## config.mk

```make
export PLATFORM = sky130hd
export DESIGN_NAME = countdown_timer_bank
export DESIGN_NICKNAME = d
export VERILOG_FILES = /design/src/ctb_pkg.sv /design/src/countdown_timer_bank.sv /design/src/ctb_cnt_mem.sv
export VERILOG_INCLUDE_DIRS = /design/src /design/src/src
export SDC_FILE = /design/constraint.sdc
export NUM_CORES = 1
export LEC_CHECK = 0
export ABC_CLOCK_PERIOD_IN_PS = 3490
export BUFFER_PORTS_ARGS = -buffer_cell sky130_fd_sc_hd__buf_2
export CORE_UTILIZATION = 48
export DETAILED_ROUTE_END_ITERATION = 8
export PLACE_DENSITY = 0.7
export SLEW_MARGIN = 20
export SYNTH_ARGS = -nofsm -noshare
export SYNTH_HDL_FRONTEND = slang
export SYNTH_SLANG_ARGS = --single-unit
```

## constraint.sdc

```tcl
create_clock -name clk -period 3.49 [get_ports clk]
set_clock_uncertainty 0.05 [all_clocks]
set_input_delay 0.349 -clock clk [delete_from_list [all_inputs] [get_ports clk]]
set_output_delay 0.349 -clock clk [all_outputs]
set_load 0.02 [all_outputs]
```

## src/countdown_timer_bank_assert.svh

```systemverilog
// assertion macros for the countdown timer bank
// used by countdown_timer_bank.sv; compiled out when SYNTHESIS is defined
`ifndef COUNTDOWN_TIMER_BANK_ASSERT_SVH
`define COUNTDOWN_TIMER_BANK_ASSERT_SVH
`ifndef SYNTHESIS
`define CTB_ASSERT(lbl, clk, rst_n, prop) \
  lbl: assert property (@(posedge clk) disable iff (!rst_n) prop) \
    else $error("countdown_timer_bank assertion failed");
`define CTB_ASSERT_ALWAYS(lbl, clk, prop) \
  lbl: assert property (@(posedge clk) prop) \
    else $error("countdown_timer_bank assertion failed");
`else
`define CTB_ASSERT(lbl, clk, rst_n, prop)
`define CTB_ASSERT_ALWAYS(lbl, clk, prop)
`endif
`endif

```

## src/ctb_pkg.sv

```systemverilog
// shared types and constants of the countdown timer bank
// no dependencies
package ctb_pkg;

  localparam int CMD_W       = 3;
  localparam int ID_W        = 6;
  localparam int DUR_W       = 32;
  localparam int IN_TDATA_W  = 48;
  localparam int OUT_TDATA_W = 8;

  typedef enum logic [CMD_W-1:0] {
    CMD_START  = 3'd0,
    CMD_PAUSE  = 3'd1,
    CMD_RESUME = 3'd2,
    CMD_QUERY  = 3'd3,
    CMD_TICK   = 3'd4,
    CMD_SCAN   = 3'd5
  } cmd_t;

  typedef enum logic [1:0] {
    ST_IDLE,
    ST_SWEEP,
    ST_DONE
  } state_t;

endpackage

```

## src/countdown_timer_bank.sv

```systemverilog
// countdown_timer_bank: start, pause, resume, query and unknown commands give their
// result in the output register in the cycle after the transaction; tick and scan sweep
// every timer through one shared decrement / zero-compare unit, one timer per cycle,
// and give their result from the DONE state once the output register is free.
// one command at a time: in_tready stays low during a tick or scan and while the output is held.
// rst_n is synchronous; it clears counters (through per-entry loaded bits) and marks.
`include "countdown_timer_bank_assert.svh"
module countdown_timer_bank #(
  parameter int NUM_TIMERS = 16
) (
  input  logic                              clk,
  input  logic                              rst_n,
  input  logic                              in_tvalid,
  output logic                              in_tready,
  input  logic [ctb_pkg::IN_TDATA_W-1:0]    in_tdata,  // command, timer_id, duration
  output logic                              out_tvalid,
  input  logic                              out_tready,
  output logic [ctb_pkg::OUT_TDATA_W-1:0]   out_tdata  // expired, id_in_range
);

  localparam int IDX_W = $clog2(NUM_TIMERS > 1 ? NUM_TIMERS : 2);
  localparam logic [ctb_pkg::ID_W:0] ID_LIM = (ctb_pkg::ID_W + 1)'(NUM_TIMERS);
  localparam logic [IDX_W-1:0] LAST_IDX = IDX_W'(NUM_TIMERS - 1);

  ctb_pkg::state_t state_r, state_nxt;
  ctb_pkg::cmd_t   cmd;

  logic [ctb_pkg::ID_W-1:0]  in_id;
  logic [ctb_pkg::DUR_W-1:0] in_dur;
  logic [IDX_W-1:0]          idx;
  logic                      id_ok;
  logic                      in_acc;
  logic                      is_sweep_cmd;
  logic                      out_free;
  logic                      done_load;

  logic [IDX_W-1:0] sweep_idx_r, sweep_idx_nxt;
  logic             wb_vld_r;
  logic [IDX_W-1:0] wb_idx_r;
  logic             is_tick_r, is_tick_nxt;
  logic             sweep_ok_r, sweep_ok_nxt;

  logic [NUM_TIMERS-1:0] expired_r, expired_nxt;
  logic [NUM_TIMERS-1:0] paused_r, paused_nxt;

  logic out_valid_r, out_valid_nxt;
  logic out_exp_r, out_exp_nxt;
  logic out_rng_r, out_rng_nxt;

  logic                      wr_en;
  logic [IDX_W-1:0]          wr_idx;
  logic [ctb_pkg::DUR_W-1:0] wr_data;
  logic [ctb_pkg::DUR_W-1:0] rd_cnt;
  logic                      cnt_zero;
  logic [ctb_pkg::DUR_W-1:0] cnt_dec;
  logic                      tick_wr;

  assign cmd    = ctb_pkg::cmd_t'(in_tdata[ctb_pkg::CMD_W-1:0]);
  assign in_id  = in_tdata[ctb_pkg::CMD_W +: ctb_pkg::ID_W];
  assign in_dur = in_tdata[ctb_pkg::CMD_W + ctb_pkg::ID_W +: ctb_pkg::DUR_W];
  assign idx    = in_id[IDX_W-1:0];
  assign id_ok  = {1'b0, in_id} < ID_LIM;
  assign is_sweep_cmd = (cmd == ctb_pkg::CMD_TICK) || (cmd == ctb_pkg::CMD_SCAN);
  assign out_free = !out_valid_r || out_tready;

  // sequencer: next state
  always_comb begin
    state_nxt = state_r;
    unique case (state_r)
      ctb_pkg::ST_IDLE: begin
        if (in_acc && is_sweep_cmd) begin
          state_nxt = ctb_pkg::ST_SWEEP;
        end
      end
      ctb_pkg::ST_SWEEP: begin
        if (sweep_idx_r == LAST_IDX) begin
          state_nxt = ctb_pkg::ST_DONE;
        end
      end
      ctb_pkg::ST_DONE: begin
        if (out_free) begin
          state_nxt = ctb_pkg::ST_IDLE;
        end
      end
      default: state_nxt = ctb_pkg::ST_IDLE;
    endcase
  end

  // sequencer: outputs
  always_comb begin
    in_tready = 1'b0;
    done_load = 1'b0;
    unique case (state_r)
      ctb_pkg::ST_IDLE:  in_tready = out_free;
      ctb_pkg::ST_SWEEP: ;
      ctb_pkg::ST_DONE:  done_load = out_free;
      default: ;
    endcase
  end

  assign in_acc = in_tvalid && in_tready;

  // sweep index and write-back stage behind the registered memory read
  always_comb begin
    sweep_idx_nxt = '0;
    if (state_r == ctb_pkg::ST_SWEEP && sweep_idx_r != LAST_IDX) begin
      sweep_idx_nxt = sweep_idx_r + 1'b1;
    end
    is_tick_nxt  = is_tick_r;
    sweep_ok_nxt = sweep_ok_r;
    if (in_acc) begin
      is_tick_nxt  = (cmd == ctb_pkg::CMD_TICK);
      sweep_ok_nxt = id_ok;
    end
  end

  // shared decrement and zero-compare unit
  assign cnt_zero = (rd_cnt == '0);
  assign cnt_dec  = rd_cnt - 1'b1;
  assign tick_wr  = wb_vld_r && is_tick_r && !paused_r[wb_idx_r] && !cnt_zero;

  always_comb begin
    if (in_acc && cmd == ctb_pkg::CMD_START && id_ok) begin
      wr_en   = 1'b1;
      wr_idx  = idx;
      wr_data = in_dur;
    end else begin
      wr_en   = tick_wr;
      wr_idx  = wb_idx_r;
      wr_data = cnt_dec;
    end
  end

  ctb_cnt_mem #(
    .NUM_TIMERS(NUM_TIMERS)
  ) u_cnt_mem (
    .clk     (clk),
    .rst_n   (rst_n),
    .wr_en   (wr_en),
    .wr_idx  (wr_idx),
    .wr_data (wr_data),
    .rd_idx  (sweep_idx_r),
    .rd_data (rd_cnt)
  );

  // marks and single-timer commands
  always_comb begin
    expired_nxt = expired_r;
    paused_nxt  = paused_r;
    if (wb_vld_r && !is_tick_r && cnt_zero) begin
      expired_nxt[wb_idx_r] = 1'b1;
    end
    if (in_acc && id_ok) begin
      unique case (cmd)
        ctb_pkg::CMD_START: begin
          expired_nxt[idx] = 1'b0;
          paused_nxt[idx]  = 1'b0;
        end
        ctb_pkg::CMD_PAUSE:  paused_nxt[idx] = 1'b1;
        ctb_pkg::CMD_RESUME: paused_nxt[idx] = 1'b0;
        default: ;
      endcase
    end
  end

  // output register
  always_comb begin
    out_valid_nxt = out_valid_r && !out_tready;
    out_exp_nxt   = out_exp_r;
    out_rng_nxt   = out_rng_r;
    if (in_acc && !is_sweep_cmd) begin
      out_valid_nxt = 1'b1;
      out_exp_nxt   = (cmd == ctb_pkg::CMD_QUERY) && id_ok && expired_r[idx];
      out_rng_nxt   = id_ok;
    end else if (done_load) begin
      out_valid_nxt = 1'b1;
      out_exp_nxt   = 1'b0;
      out_rng_nxt   = sweep_ok_r;
    end
  end

  always_ff @(posedge clk) begin
    if (!rst_n) begin
      state_r     <= ctb_pkg::ST_IDLE;
      sweep_idx_r <= '0;
      wb_vld_r    <= 1'b0;
      expired_r   <= '0;
      paused_r    <= '0;
      out_valid_r <= 1'b0;
    end else begin
      state_r     <= state_nxt;
      sweep_idx_r <= sweep_idx_nxt;
      wb_vld_r    <= (state_r == ctb_pkg::ST_SWEEP);
      expired_r   <= expired_nxt;
      paused_r    <= paused_nxt;
      out_valid_r <= out_valid_nxt;
    end
  end

  always_ff @(posedge clk) begin
    wb_idx_r   <= sweep_idx_r;
    is_tick_r  <= is_tick_nxt;
    sweep_ok_r <= sweep_ok_nxt;
    out_exp_r  <= out_exp_nxt;
    out_rng_r  <= out_rng_nxt;
  end

  assign out_tvalid = out_valid_r;
  assign out_tdata  = {{(ctb_pkg::OUT_TDATA_W - 2){1'b0}}, out_rng_r, out_exp_r};

  `CTB_ASSERT(a_wb_not_idle, clk, rst_n, wb_vld_r |-> state_r != ctb_pkg::ST_IDLE)
  `CTB_ASSERT(a_rd_wr_apart, clk, rst_n, (wb_vld_r && state_r == ctb_pkg::ST_SWEEP) |-> wb_idx_r != sweep_idx_r)
  `CTB_ASSERT(a_sweep_starts, clk, rst_n, (in_acc && is_sweep_cmd) |=> state_r == ctb_pkg::ST_SWEEP && sweep_idx_r == '0)
  `CTB_ASSERT(a_done_gives_result, clk, rst_n, done_load |=> out_tvalid)
  `CTB_ASSERT(a_no_accept_busy, clk, rst_n, (state_r != ctb_pkg::ST_IDLE) |-> !in_tready)

endmodule

```

## src/ctb_cnt_mem.sv

```systemverilog
// counter memory of the timer bank: one write port, one registered read port
// per-entry loaded bits make unwritten entries read as zero; uses ctb_pkg
module ctb_cnt_mem #(
  parameter int NUM_TIMERS = 16
) (
  input  logic                          clk,
  input  logic                          rst_n,
  input  logic                          wr_en,
  input  logic [$clog2(NUM_TIMERS > 1 ? NUM_TIMERS : 2)-1:0] wr_idx,
  input  logic [ctb_pkg::DUR_W-1:0]     wr_data,
  input  logic [$clog2(NUM_TIMERS > 1 ? NUM_TIMERS : 2)-1:0] rd_idx,
  output logic [ctb_pkg::DUR_W-1:0]     rd_data
);

  logic [ctb_pkg::DUR_W-1:0] mem [NUM_TIMERS];
  logic [NUM_TIMERS-1:0]     loaded_r;
  logic [NUM_TIMERS-1:0]     loaded_nxt;
  logic [ctb_pkg::DUR_W-1:0] rd_q_r;
  logic                      rd_ld_r;

  always_ff @(posedge clk) begin
    if (wr_en) begin
      mem[wr_idx] <= wr_data;
    end
    rd_q_r <= mem[rd_idx];
  end

  always_comb begin
    loaded_nxt = loaded_r;
    if (wr_en) begin
      loaded_nxt[wr_idx] = 1'b1;
    end
  end

  always_ff @(posedge clk) begin
    if (!rst_n) begin
      loaded_r <= '0;
      rd_ld_r  <= 1'b0;
    end else begin
      loaded_r <= loaded_nxt;
      rd_ld_r  <= loaded_r[rd_idx];
    end
  end

  // entry never written since reset reads as zero
  assign rd_data = rd_ld_r ? rd_q_r : '0;

endmodule
```

==> results.sh <==
export IMPL_status="completed"
export IMPL_cts_htree_levels=2
export IMPL_power_internal_mw=11.8
export IMPL_switchingPower_mw=2.88
export IMPL_seqPwrFrac=0.533
export IMPL_cts_tree="built"
export IMPL_netlist_top_cells_area="edfxtp_1 65%, mux4_2 16%, dfxtp_1 7.8%"
export IMPL_synth_edf_count=516
export IMPL_gp_congestion=0.793
export IMPL_synth_top_area_share=0.647
export IMPL_dp_hpwl_um=29700
export IMPL_critical_path_class="reg2reg"
export IMPL_synth_seq_area_share=0.725
export IMPL_fillCellCount=3678
export IMPL_total_power_mw=14.7
export IMPL_syn_area_per_cell_um2=19.2
export IMPL_drtIter0Drc=1272
export IMPL_root_buffer="clkbuf_16"
export IMPL_clkTransAtPathRegs_ns=0.06
export IMPL_num_io_pins=62
export IMPL_first_global_vias=12500
export IMPL_synth_seq_cells=609
export IMPL_via_per_inst=5.95
export IMPL_fmax_mhz=308
export IMPL_antennaDiodeCount=0
export IMPL_top_layer="met4"
export IMPL_met3_length_um=3720
export IMPL_setup_viol=0
export IMPL_drtAntennaViolNets=0
export IMPL_grt_remaining_overflow=0
export IMPL_yosysUniqueCellTypes=56
export IMPL_place_ws_ns=0.0435
export IMPL_numCtsBuffers=59
export IMPL_comb_power_share=0.017
export IMPL_finalWirelength_um=51200
export IMPL_final_max_slew_viol_count=0
export IMPL_rsz0062_at_grt="false"
export IMPL_met1Wirelength_um=21000
export IMPL_first_pass_iters=5
export IMPL_critPathLaunchType="register"
export IMPL_num_vias=12200
export IMPL_nNetsFinal=1388
export IMPL_crit_arrival_ns=3.46
export IMPL_p_clk_frac=0.450
export IMPL_async_flop_share=0
export IMPL_maxCapViolations=0
export IMPL_route_met2_wl_um=25600
export IMPL_drc_errors=0
export IMPL_hp_class="in2reg"
export IMPL_clk_latency_ns=0.64
export IMPL_dp_cells=1936
export IMPL_cpPeakStageDelay_ns=0.81
export IMPL_coreArea_mm2=0.0491
export IMPL_portBuffers=48
export IMPL_die_h_um=225
export IMPL_crit_chain="or4_4 > nor2_8 > nand3_2 > buf_4 > nor3_1 > xnor2_1 > a21oi_1"
export IMPL_crit_required_ns=3.70
export IMPL_ir_drop_mv=0.438
export IMPL_syn_to_final_growth_pct=15.7
export IMPL_num_rows=81
export IMPL_die_area_mm2=0.0508
export IMPL_power_leakage_nw=9.85
export IMPL_dieWidth_um=225
export IMPL_hold_viol_final=0
export IMPL_grt_first_pass_wirelength_um=77400
export IMPL_tightest_slew_ns=1.09
export IMPL_clockBufferDepth=3
export IMPL_fin_cells=2050
export IMPL_antenna_found_initial=1
export IMPL_crit_path_max_fanout=16
export IMPL_worst_slack_ns=0.239
export IMPL_period_needed_ns=3.25
export IMPL_cp_end_kind="register"
export IMPL_p_per_area_mw_per_mm2=530
export IMPL_drive_gt1_frac=0.320
export IMPL_synthCells=1248
export IMPL_critPathSlowestCell="a21oi_1"
export IMPL_avgRoutedWirePerCell_um=25.0
export IMPL_ys_warn_count=0
export IMPL_synth_area_mm2=0.0239
export IMPL_synth_flop_cell="edfxtp_1"
export IMPL_cts_setup_buffers=0
export IMPL_grt_max_degree=59
export IMPL_slew_headroom=0.274
export IMPL_yosys_area_top_type="edfxtp_1"
export IMPL_switching_share=0.197
export IMPL_grt_total_usage=0.208
export IMPL_initial_core_util=0.488
export IMPL_cts_sinks=609
export IMPL_period_share=0.931
==> power groups by stage <==
stage	Clock [mW]	Combinational [mW]	Sequential (mW)
detailed placement	0	0.242	7.97
global route	6.97	0.265	7.81
finish	6.61	0.246	7.82
floorplan	0	0.162	7.96
global placement	0	0.239	7.97
CTS	6.72	0.245	7.82
==> placed cells by master (no fill, tap or decap), types with 15 or more instances in the layout <==
cell / n
a21oi_1: 20
mux4_2: 172
buf_12: 24
a31oi_2: 15
dfxtp_1: 89
buf_4: 24
edfxtp_1: 516
nor2_4: 16
o221a_2: 15
o21ai_0: 21
clkbuf_16: 59
nand2_1: 24
buf_2: 48
o31ai_1: 15
inv_1: 21
nor2_1: 89
==> logic make-up (layout without fill, tap and decap cells) <==
logic type,Yosys count,in the layout,share of synthesized area
AOI/OAI and AO/OA,139,139,0.0435
DFF,609,609,0.725
buffers and inverters,98,231,0.0177
and+or+nand+nor,198,198,0.0397
muxes,181,181,0.166
xor gates and xnor gates,21,21,0.00768
adders and majority gates,1,1,0.000523
other,1,6,0.000157
==> timing repair <==
item | in CTS | in global routing
gates resized for setup | 0 | 1
setup endpoints to repair | 0 | 16
hold endpoints to repair | 1 | 0
hold buffers | 2 | 0
==> sequential cells by signal, summed over array words and instances, names as in the netlist, named ones only <==
register / cells
u_cnt_mem.loaded_r: 16
is_tick_r: 1
expired_r: 16
u_cnt_mem.rd_ld_r: 1
out_tvalid: 1
sweep_ok_r: 1
u_cnt_mem.rd_q_r: 32
sweep_idx_r: 4
u_cnt_mem.mem: 512
state_r: 2
out_exp_r: 1
out_rng_r: 1
wb_idx_r: 4
wb_vld_r: 1
==> Yosys cell counts, types with 7 or more instances <==
cell,instances
a21oi_1,28
a22oi_1,8
a31oi_1,19
buf_1,14
buf_2,8
buf_4,8
clkbuf_1,45
dfxtp_1,93
edfxtp_1,516
inv_1,21
mux4_2,172
nand2_1,24
nand3_1,8
nor2_1,105
nor2b_1,8
nor3_1,8
nor3b_1,7
o21ai_0,21
o221a_2,15
o221ai_1,11
o31ai_1,15
xnor2_1,11
xor2_1,10
==> stage by stage <==
stage	hold slack, ns	setup TNS (ns)	utilization	area (um^2)
final	0.0311	0	0.564	27700
after global routing	0.0239	0	0.564	27700
after CTS	0.00645	0	0.562	27600
after detailed placement	0.407	0	0.520	25500
after global placement	0.396	0	0.519	25500
after floorplan	0.279	-18.94	-	24000
==> final timing paths <==
check,startpoint,end,slack [ns],cells past startpoint
max,u_cnt_mem.rd_q_r[2],u_cnt_mem.mem[8][25],0.24,7
min,in_tdata[2],register,0.03,2
max reg2reg,u_cnt_mem.rd_q_r[2],u_cnt_mem.mem[8][25],0.24,7
min reg2reg,expired_r[1],expired_r[1],0.42,2
==> cell type report <==
| class | count | area, um^2 | area share |
|---|---|---|---|
| well taps | 664 | 831 | 0.0300 |
| multi-input cells | 546 | 6420 | 0.232 |
| clock buffers | 81 | 1670 | 0.0603 |
| repair buffers | 98 | 921 | 0.0333 |
| inverters | 21 | 78.8 | 0.00285 |
| flip-flops and latches | 609 | 17400 | 0.627 |
| clock inverters | 31 | 397 | 0.0143 |
==> critical path, delay by kind of cell (launching register included) <==
kind	cells	cell delay [ns]
XOR/XNOR	1	0.15
flip-flops	1	0.34
AO/OA/AOI/OAI	1	0.81
AND/OR/NAND/NOR	4	1.26
buffers and inverters	1	0.26
==> layer usage <==
metal	vias up	GRT usage
li1	5260	-
met1	6393	0.293
met2	477	0.341
met3	63	0.0326
met4	0	0.0564
met5	-	0
(Power assumes the default switching activity.)
